<file path="config.mk">
export PLATFORM = sky130hd
export DESIGN_NAME = bundle_block_preamble_parser_unit_flat
export DESIGN_NICKNAME = d
export VERILOG_FILES = /design/src/rtl/bbpp_pkg.sv /design/src/rtl/bbpp_in_if.sv /design/src/rtl/bbpp_out_if.sv /design/src/rtl/bundle_block_preamble_parser_unit.sv /design/src/flat_wrapper.sv
export SDC_FILE = /design/constraint.sdc
export NUM_CORES = 1
export LEC_CHECK = 0
export BUFFER_PORTS_ARGS = -buffer_cell sky130_fd_sc_hd__buf_2
export CAP_MARGIN = 20
export CORE_MARGIN = 10
export CORE_UTILIZATION = 50
export CTS_CLUSTER_DIAMETER = 120
export CTS_CLUSTER_SIZE = 12
export DETAILED_ROUTE_END_ITERATION = 7
export HOLD_SLACK_MARGIN = 0.06
export PLACE_DENSITY = 0.67
export SYNTH_ARGS = -nofsm -noshare
export SYNTH_HDL_FRONTEND = slang
export SYNTH_SLANG_ARGS = --single-unit
</file>
<file path="constraint.sdc">
create_clock -name clk -period 7.9 [get_ports clk]
set_clock_uncertainty 0.15 [all_clocks]
set_input_delay 1.58 -clock clk [delete_from_list [all_inputs] [get_ports clk]]
set_output_delay 1.58 -clock clk [all_outputs]
set_load 0.02 [all_outputs]
</file>
<file path="src/rtl/bbpp_pkg.sv">
`timescale 1ns / 1ps

package bbpp_pkg;

    // sdnv byte limit and largest accepted length width
    localparam int MAX_SDNV_BYTES = 10;
    localparam int LENGTH_BITS    = 32;

    // accumulator after one more 7-bit group of a length sdnv
    localparam int LEN_NEXT_W = 32 + 7;

    // count at which a continuing sdnv byte is one too many
    localparam logic [3:0] SDNV_LAST = 4'(MAX_SDNV_BYTES - 1);

    // phase of the parser, equal to the class of the byte it expects
    typedef enum logic [1:0] {
        PH_TYPE    = 2'd0,
        PH_FLAGS   = 2'd1,
        PH_LENGTH  = 2'd2,
        PH_PAYLOAD = 2'd3
    } phase_t;

    typedef enum logic [1:0] {
        ERR_NONE     = 2'd0,
        ERR_LENGTH   = 2'd1,
        ERR_FLAGS    = 2'd2,
        ERR_TOO_LONG = 2'd3
    } err_t;

    typedef struct packed {
        logic [1:0]  byte_class;
        logic [7:0]  block_kind;
        logic [63:0] block_flags;
        logic [31:0] payload_len;
        logic        header_done;
        logic [7:0]  payload_byte;
        logic        block_complete;
        logic [1:0]  error_code;
    } result_t;

endpackage

</file>
<file path="src/rtl/bbpp_in_if.sv">
`timescale 1ns / 1ps

interface bbpp_in_if;
    logic       valid;
    logic       ready;
    logic [7:0] in_byte;

    modport source (output valid, output in_byte, input ready);
    modport sink (input valid, input in_byte, output ready);
endinterface

</file>
<file path="src/rtl/bbpp_out_if.sv">
`timescale 1ns / 1ps

interface bbpp_out_if;
    logic        valid;
    logic        ready;
    logic [1:0]  byte_class;
    logic [7:0]  block_kind;
    logic [63:0] block_flags;
    logic [31:0] payload_len;
    logic        header_done;
    logic [7:0]  payload_byte;
    logic        block_complete;
    logic [1:0]  error_code;

    modport source (
        output valid, input ready,
        output byte_class, output block_kind, output block_flags, output payload_len,
        output header_done, output payload_byte, output block_complete, output error_code
    );
    modport sink (
        input valid, output ready,
        input byte_class, input block_kind, input block_flags, input payload_len,
        input header_done, input payload_byte, input block_complete, input error_code
    );
endinterface

</file>
<file path="src/rtl/bundle_block_preamble_parser_unit.sv">
`timescale 1ns / 1ps

// bundle extension block preamble parser
// rx: one stream byte per item (valid/ready). tx: one result item per byte,
// giving the byte class, block type, decoded flags and data length, header
// and block completion marks, the payload byte and an error code.
// a byte is parsed in the cycle it is accepted and its result is held in
// the output register from the next cycle; one item per cycle while tx
// takes results. the critical path is the 39-bit length compare feeding
// the result register.
// rx.ready is high whenever the output register is empty or being emptied
// in the same cycle, so bytes stream back to back while tx takes results.
// if tx stalls, the held result stays put and rx.ready drops until it goes.
// reset empties the output register and puts the parser back to awaiting a
// type byte with all decoded fields cleared.
// an overlong sdnv, a flags value beyond 64 bits or a length beyond
// LENGTH_BITS gives an error result and restarts at a type byte.
module bundle_block_preamble_parser_unit (
    input logic        clk,
    input logic        rst_n,
    bbpp_in_if.sink    rx,
    bbpp_out_if.source tx
);
    import bbpp_pkg::*;

    // parser state
    phase_t      phase_reg, phase_next;
    logic [63:0] accum_reg, accum_next;
    logic [3:0]  nbytes_reg, nbytes_next;
    logic [7:0]  kind_reg, kind_next;
    logic [63:0] flags_reg, flags_next;
    logic [31:0] length_reg, length_next;
    logic [31:0] remaining_reg, remaining_next;

    // output register
    logic        out_valid_reg, out_valid_next;
    result_t     res_reg, res_next;

    logic                  accept;
    logic                  more;
    logic [6:0]            grp;
    logic                  too_long;
    logic                  flags_ovf;
    logic [LEN_NEXT_W-1:0] len_cand;
    logic                  len_ovf;
    logic [31:0]           rem_dec;
    logic                  hdr;
    logic                  done;
    err_t                  err;

    assign rx.ready = !out_valid_reg || tx.ready;
    assign accept   = rx.valid && rx.ready;

    assign more      = rx.in_byte[7];
    assign grp       = rx.in_byte[6:0];
    // a continuation flag on the last allowed byte
    assign too_long  = more && (nbytes_reg >= SDNV_LAST);
    // flags value would lose set bits on the next shift
    assign flags_ovf = |accum_reg[63:57];
    // a length sdnv never holds more than 32 bits before this byte
    assign len_cand  = {accum_reg[31:0], grp};
    assign len_ovf   = |len_cand[LEN_NEXT_W-1:LENGTH_BITS];
    assign rem_dec   = (remaining_reg == 32'd0) ? 32'd0 : remaining_reg - 32'd1;

    always_comb
    begin
        phase_next     = phase_reg;
        accum_next     = accum_reg;
        nbytes_next    = nbytes_reg;
        kind_next      = kind_reg;
        flags_next     = flags_reg;
        length_next    = length_reg;
        remaining_next = remaining_reg;
        hdr            = 1'b0;
        done           = 1'b0;
        err            = ERR_NONE;

        case (phase_reg)
            PH_TYPE:
            begin
                kind_next      = rx.in_byte;
                flags_next     = 64'd0;
                length_next    = 32'd0;
                remaining_next = 32'd0;
                accum_next     = 64'd0;
                nbytes_next    = 4'd0;
                phase_next     = PH_FLAGS;
            end
            PH_FLAGS:
            begin
                if (flags_ovf)
                begin
                    err = ERR_FLAGS;
                end
                else if (too_long)
                begin
                    err = ERR_TOO_LONG;
                end
                else
                begin
                    accum_next  = {accum_reg[56:0], grp};
                    nbytes_next = nbytes_reg + 4'd1;
                    if (!more)
                    begin
                        flags_next  = {accum_reg[56:0], grp};
                        accum_next  = 64'd0;
                        nbytes_next = 4'd0;
                        phase_next  = PH_LENGTH;
                    end
                end
            end
            PH_LENGTH:
            begin
                if (len_ovf)
                begin
                    err = ERR_LENGTH;
                end
                else if (too_long)
                begin
                    err = ERR_TOO_LONG;
                end
                else
                begin
                    accum_next  = 64'(len_cand);
                    nbytes_next = nbytes_reg + 4'd1;
                    if (!more)
                    begin
                        length_next    = len_cand[31:0];
                        remaining_next = len_cand[31:0];
                        accum_next     = 64'd0;
                        nbytes_next    = 4'd0;
                        hdr            = 1'b1;
                        // empty payload ends the block on the header
                        if (len_cand[31:0] == 32'd0)
                        begin
                            done       = 1'b1;
                            phase_next = PH_TYPE;
                        end
                        else
                        begin
                            phase_next = PH_PAYLOAD;
                        end
                    end
                end
            end
            PH_PAYLOAD:
            begin
                remaining_next = rem_dec;
                if (rem_dec == 32'd0)
                begin
                    done       = 1'b1;
                    phase_next = PH_TYPE;
                end
            end
            default:
            begin
                phase_next = PH_TYPE;
            end
        endcase

        if (err != ERR_NONE)
        begin
            accum_next  = 64'd0;
            nbytes_next = 4'd0;
            phase_next  = PH_TYPE;
        end

        res_next.byte_class     = phase_reg;
        res_next.block_kind     = kind_next;
        res_next.block_flags    = flags_next;
        res_next.payload_len    = length_next;
        res_next.header_done    = hdr;
        res_next.payload_byte   = (phase_reg == PH_PAYLOAD) ? rx.in_byte : 8'd0;
        res_next.block_complete = done;
        res_next.error_code     = err;

        if (accept)
        begin
            out_valid_next = 1'b1;
        end
        else if (tx.ready)
        begin
            out_valid_next = 1'b0;
        end
        else
        begin
            out_valid_next = out_valid_reg;
        end
    end

    always_ff @(posedge clk or negedge rst_n)
    begin
        if (!rst_n)
        begin
            phase_reg     <= PH_TYPE;
            accum_reg     <= 64'd0;
            nbytes_reg    <= 4'd0;
            kind_reg      <= 8'd0;
            flags_reg     <= 64'd0;
            length_reg    <= 32'd0;
            remaining_reg <= 32'd0;
            out_valid_reg <= 1'b0;
        end
        else
        begin
            out_valid_reg <= out_valid_next;
            if (accept)
            begin
                phase_reg     <= phase_next;
                accum_reg     <= accum_next;
                nbytes_reg    <= nbytes_next;
                kind_reg      <= kind_next;
                flags_reg     <= flags_next;
                length_reg    <= length_next;
                remaining_reg <= remaining_next;
            end
        end
    end

    // result payload, no reset needed
    always_ff @(posedge clk)
    begin
        if (accept)
        begin
            res_reg <= res_next;
        end
    end

    assign tx.valid          = out_valid_reg;
    assign tx.byte_class     = res_reg.byte_class;
    assign tx.block_kind     = res_reg.block_kind;
    assign tx.block_flags    = res_reg.block_flags;
    assign tx.payload_len    = res_reg.payload_len;
    assign tx.header_done    = res_reg.header_done;
    assign tx.payload_byte   = res_reg.payload_byte;
    assign tx.block_complete = res_reg.block_complete;
    assign tx.error_code     = res_reg.error_code;

endmodule

</file>
<file path="src/flat_wrapper.sv">
// flat-port wrapper written by rule: the top's interface ports become plain ports
module bundle_block_preamble_parser_unit_flat import bbpp_pkg::*;
  (clk, rst_n, rx_valid, rx_in_byte, rx_ready, tx_valid, tx_ready, tx_byte_class, tx_block_kind, tx_block_flags, tx_payload_len, tx_header_done, tx_payload_byte, tx_block_complete, tx_error_code);
  bbpp_in_if rx_i ();
  bbpp_out_if tx_i ();
  input logic clk;
  input logic rst_n;
  input wire logic [$bits(rx_i.valid)-1:0] rx_valid;
  input wire logic [$bits(rx_i.in_byte)-1:0] rx_in_byte;
  output wire logic [$bits(rx_i.ready)-1:0] rx_ready;
  output wire logic [$bits(tx_i.valid)-1:0] tx_valid;
  input wire logic [$bits(tx_i.ready)-1:0] tx_ready;
  output wire logic [$bits(tx_i.byte_class)-1:0] tx_byte_class;
  output wire logic [$bits(tx_i.block_kind)-1:0] tx_block_kind;
  output wire logic [$bits(tx_i.block_flags)-1:0] tx_block_flags;
  output wire logic [$bits(tx_i.payload_len)-1:0] tx_payload_len;
  output wire logic [$bits(tx_i.header_done)-1:0] tx_header_done;
  output wire logic [$bits(tx_i.payload_byte)-1:0] tx_payload_byte;
  output wire logic [$bits(tx_i.block_complete)-1:0] tx_block_complete;
  output wire logic [$bits(tx_i.error_code)-1:0] tx_error_code;
  assign rx_i.valid = rx_valid;
  assign rx_i.in_byte = rx_in_byte;
  assign rx_ready = rx_i.ready;
  assign tx_valid = tx_i.valid;
  assign tx_i.ready = tx_ready;
  assign tx_byte_class = tx_i.byte_class;
  assign tx_block_kind = tx_i.block_kind;
  assign tx_block_flags = tx_i.block_flags;
  assign tx_payload_len = tx_i.payload_len;
  assign tx_header_done = tx_i.header_done;
  assign tx_payload_byte = tx_i.payload_byte;
  assign tx_block_complete = tx_i.block_complete;
  assign tx_error_code = tx_i.error_code;
  bundle_block_preamble_parser_unit u_core (.clk(clk), .rst_n(rst_n), .rx(rx_i), .tx(tx_i));
endmodule
</file>
Yosys cells after proc, flatten, opt, wreduce, memory -nomap -nowiden --
Cells that the tools add are included.
Storage, ports and cells: register bits 325, input bits 12, output and inout bits 120, word-level logic and storage cells 103
Cells by class: add/subtract/negate cells 2, magnitude comparators 1, equality and inequality tests 13, multiplexer cells 51, bitwise logic cells 1, reduce and logical (&&, ||, !) cells 19
Operator list (count):
- $mux 64 | 9
- $mux 32 | 7
- $pmux 64 s3 | 1
- $pmux 64 s2 | 1
- $logic_not 32->1 | 3
- $pmux 32 s3 | 1
- $pmux 32 s2 | 1
- $mux 39 | 1
- $sub 32x1->32 const B | 1
- $mux 2 | 12
- $mux 4 | 5
- $reduce_or 7->1 | 2
- $ne 3x3->1 const B | 4
- $pmux 4 s3 | 1
- $reduce_or 9->1 | 1
- $mux 1 | 8
- $mux 8 | 1
- $pmux 2 s4 | 1
- $reduce_and 8->1 | 1
- $ne 2x2->1 const B | 3
- $ne 3x2->1 const B | 2
- $reduce_and 6->1 | 1
- $reduce_and 5->1 | 1
- $add 4x1->4 const B | 1
- 15 further kinds | 18

Depth between registers and ports, before layout --
depth in word-level cells 8, mapped depth 11

Worst setup path after synthesis --
OpenSTA, ideal clock, no wires.
kind input to register, start in tx_ready, end reg u_core.res_reg (netlist bit u_core.tx.block_complete), enable pin, library setup time 528 ps, data arrival time 5791 ps, slack 1431 ps, stages on the path 5, buffers on the path 2, cell sequence nand2b_1 -> nand2_1 -> clkinv_1 -> clkbuf_1 -> clkbuf_1
Between the ends: word-level cells in the longest chain between the ends 2
Ends and longest elaborated chain:
- from (decl) | RTL line flat_wrapper.sv:12 | input wire logic [$bits(tx_i.ready)-1:0] tx_ready;
- $logic_or 1x1->1 | RTL line bundle_block_preamble_parser_unit.sv:51 | assign rx.ready = !out_valid_reg || tx.ready;
- $logic_and 1x1->1 | RTL line bundle_block_preamble_parser_unit.sv:52 | assign accept = rx.valid && rx.ready;
- net u_core.accept | RTL line bundle_block_preamble_parser_unit.sv:39 | logic accept;
- to (signal assigned) | RTL line bundle_block_preamble_parser_unit.sv:225 | res_reg <= res_next;
- to (decl) | RTL line bundle_block_preamble_parser_unit.sv:37 | result_t res_reg, res_next;
The timed path passes the listed nets, and every way through them passes these cells. A chain may end at the register's enable or synchronous reset.

Final worst setup path --
start in tx_ready, end reg u_core.accum_reg[12]
Between the ends: word-level cells in the longest chain between the ends 3
Ends and longest elaborated chain:
- $logic_or 1x1->1 | RTL line bundle_block_preamble_parser_unit.sv:51
- $logic_and 1x1->1 | RTL line bundle_block_preamble_parser_unit.sv:52
- $reduce_and 6->1 (no line)
- to (signal assigned) | RTL line bundle_block_preamble_parser_unit.sv:210 | accum_reg <= accum_next;
- to (decl) | RTL line bundle_block_preamble_parser_unit.sv:28 | logic [63:0] accum_reg, accum_next;
No other way between the ends.

==> summary.log <==
qor: timing.fin_setup_tns 0 ns
qor: synth.synth_area_leaders sky130_fd_sc_hd__dfrtp_1 (37%), sky130_fd_sc_hd__edfxtp_1 (25%), sky130_fd_sc_hd__a22o_1 (10%)
qor: timing.relSlewSlack 28.1%
qor: synth.synth_simple_gate_area_share 15.2%
qor: setup_path.cp.arrival 4.48 ns
qor: pwr.power_density 324 nW/um^2
qor: synth.yosys.area_share.adder 0.900%
qor: timing.final-setup-viol-count 0
qor: synth.yosysTopAreaCell sky130_fd_sc_hd__dfrtp_1
qor: clock_network.clock_path_buffers 3
qor: grt.initial_antenna_violation_count 2
qor: finish.ant_diodes 0
qor: synth.post_synth_inst_count 1221
qor: finish.most-common-layout-cells sky130_fd_sc_hd__nand2_1 (319), sky130_fd_sc_hd__dfrtp_1 (207), sky130_fd_sc_hd__a22o_1 (161)
qor: place.port_buffers 131
qor: place.gpl_congestion 0.885
qor: setup_path.critical_path.startpoint tx_ready
qor: setup_path.cp_cell_sequence buf_2 -> nand2b_1 -> nand2_4 -> inv_8 -> o21ai_2 -> or2_2 -> buf_4 -> nor3_2 -> buf_4 -> a22o_1
qor: finish.drive_gt1_share 16.8%
qor: pwr.ir_drop 0.197 mV
qor: setup_path.cp.buffers_inverters 4
qor: setup_path.cpLargestDelayFamily buffers and inverters
qor: grt.grt_first_pass_wirelength 56.4 mm
qor: synth.synthFlopType sky130_fd_sc_hd__dfrtp_1
qor: finish.final_nets 1346
qor: synth.ys_ff_latch 325
qor: synth.synthMuxAreaShare 1.45%
qor: detailed_routing.vias_per_cell 5.86
qor: die.rows 60
qor: finish.final_design_area_no_fill 15800 sq um
qor: die.design.die.area 34900 sq um
qor: grt.vias_in_the_first_global_route 9704
qor: synth.fraction_of_registers_with_async_set_or_reset_after_synthesis 63.7%
qor: clock_network.post-cts-setup-buffer-count 0
qor: detailed_routing.drt.antenna.violating_nets 0
qor: detailed_routing.drc 0
qor: timing.fmaxAchievable 242 MHz
qor: setup_path.critPathMaxStageDelay 0.73 ns
qor: detailed_routing.via_count 10100
qor: synth.postSynthAreaPerCell 11.4 sq um
qor: detailed_routing.firstDrtPassIters 5
qor: die.floorplan.die.width 187 microns
qor: timing.report.final.hold_viol_count 0
qor: setup_path.timing.critical_path.mode_cell sky130_fd_sc_hd__buf_4
qor: detailed_routing.wl_met1 15.8 mm
qor: detailed_routing.routed-wl-met3 2.00 mm
qor: clock_network.cts-resized-gates 0
qor: synth.post_synth_xor_area_fraction 0.315%
qor: place.cell_area_placed 14900 sq um
qor: clock_network.cts_hold_buf 0
qor: die.dieHeight 187 microns
qor: die.starting_density_of_the_core 51.2%
qor: setup_path.crit_path_end_kind flop
qor: timing.grt_setup_unrepaired false
qor: timing.tightest_slew 1.08 ns
qor: pwr.power.static_leakage 7.17 nW
qor: clock_network.clockRootBuffer sky130_fd_sc_hd__clkbuf_16
qor: die.floorplan.io_pins 132
qor: synth.yosysSeqAreaShare 62.7%
qor: clock_network.cts-buffers-inserted 31
qor: grt.grt_max_degree 147
qor: setup_path.crit_path_top_delay_cell sky130_fd_sc_hd__inv_8
qor: setup_path.timing.critical_path.from_type input port
qor: detailed_routing.routed_wire_length_per_instance 20.6 microns
qor: setup_path.critPathKind in -> reg
qor: clock_network.cts.htree.levels 1
qor: setup_path.worst_ep_required_time 8.25 ns
qor: clock_network.path_clk_slew 0.06 ns
qor: grt.grt_overflow_total 0
qor: detailed_routing.met2_wire_len 17.0 mm
qor: flow_run.max_cap_viol_count 0
qor: die.core 27200 sq um
qor: setup_path.timing.critical_path.fanout_max 146
qor: synth.synth_enable_flop_cells 118
qor: clock_network.clk-insertion-delay-late 0.57 ns
qor: place.dp_hpwl 22.6 mm
qor: synth.synth_top_family_by_area compound AO/OA/AOI/OAI gates
qor: timing.timing.final.crit_period 4.13 ns
qor: synth.synth-warning-count 0
qor: finish.layout.cells.most_common sky130_fd_sc_hd__nand2_1
qor: min_path.worstHoldStart u_core.flags_reg[15]$_DFFE_PN0P_
qor: setup_path.r2r_slack 4.06 ns
qor: detailed_routing.route.top_layer_used met4
qor: finish.layout-area-overhead-vs-synth 13.5%
qor: synth.netlist-cell-type-count 68
qor: grt.grt.total_usage 19.7%
qor: status.status completed
qor: synth.synth_compound_area_share 16.7%
qor: detailed_routing.dr.first_iter.drc_count 1044
qor: synth.mappedNetlistArea 13900 sq um
qor: synth.syn_nets 1243
qor: setup_path.reg2reg_from u_core.remaining_reg[12]$_DFFE_PN0P_
qor: clock_network.cts_num_sinks 325
qor: timing.slew_viol_final 0
qor: clock_network.tritoncts built
qor: detailed_routing.postRouteWirelength 35.5 mm
qor: min_path.hold_path_class reg -> reg
qor: synth.synth_top_area_share 37.2%
qor: timing.timing.final.crit_share 52.3%
## Yosys cell counts (all sizes together) (3+ instances only)
master and instances:
nand4 9, o31ai 7, clkbuf 63, edfxtp 118
nand2 320, nor2b 3, a22o 161, a22oi 10
nor2 40, nor3b 3, nand3 10, or2 3
inv 18, nor3 20, o21ai 49, or4 5
o22ai 8, mux2 17, and3 4, a21oi 32
a32oi 6, or3 7, and2 9, nand2b 5
a31oi 6, ha 10, xor2 3, dfrtp 207
nor4 24, buf 13
## stage by stage
| step | power (mW) | utilization [%] | hold slack (ns) | cells | setup slack [ns] |
|---|---|---|---|---|---|
| 2_1_floorplan | 3.30 | - | 0.297 | 1221 | 1.43 |
| 3_3_place_gp | 3.73 | 54.8 | 0.307 | 1663 | 3.24 |
| 3_5_place_dp | 3.77 | 54.8 | 0.313 | 1663 | 3.20 |
| 4_1_cts | 5.12 | 58.1 | 0.329 | 1717 | 3.79 |
| 5_1_grt | 5.37 | 58.1 | 0.342 | 1717 | 3.52 |
| 6_report | 5.11 | 58.1 | 0.324 | 1717 | 3.77 |
## final timing paths
| check | end | cells after the start |
|---|---|---|
| worst max-delay path | u_core.accum_reg[12]$_DFFE_PN0P_ | 10 |
| worst min-delay path | u_core.flags_reg[15]$_DFFE_PN0P_ | 2 |
| worst max register to register | u_core.phase_reg[0]$_DFFE_PN0P_ | 8 |
| worst min register to register | u_core.flags_reg[15]$_DFFE_PN0P_ | 2 |
| max in group asynchronous | u_core.length_reg[20]$_DFFE_PN0P_ | 2 |
| min in group asynchronous | u_core.tx.valid$_DFFE_PN0P_ | 1 |
## report_power, final
| group | internal [mW] | switching (mW) |
|---|---|---|
| logic | 0.509 | 1.09 |
| clock network | 0.734 | 0.614 |
| registers | 1.97 | 0.192 |
| total | 3.22 | 1.89 |
## final cells by class
class	count	area (sq um)
Clock buffer	52	855
Clock inverter	2	31.3
Fill cell	2253	11400
Inverter	19	78.8
Multi-Input combinational cell	801	4850
Sequential cell	325	8720
Tap cell	372	465
Timing Repair Buffer	146	777
## tightest hold or removal path, delay by kind of cell, from the launching register on
kind             cells  cell delay (ns)
AND/OR/NAND/NOR      2             0.10
flip-flops           1             0.34
## cell families (layout without fill, tap and decap cells)
family,Yosys count,in the layout
flip-flops,325,325
multiplexers,18,18
AO/OA/AOI/OAI,302,302
XOR/XNOR,5,5
AND/OR/NAND/NOR,466,466
buffers and inverters,95,219
adder cells (fa/ha/maj),10,10
## per-layer routing
layer / up-vias / track usage (%)
met2: 285 / 32.1
li1: 4657 / -
met1: 5062 / 26.8
met3: 51 / 3.37
met5: - / 0
met4: 0 / 4.78
Note: power is estimated with default switching activity, not from simulation.
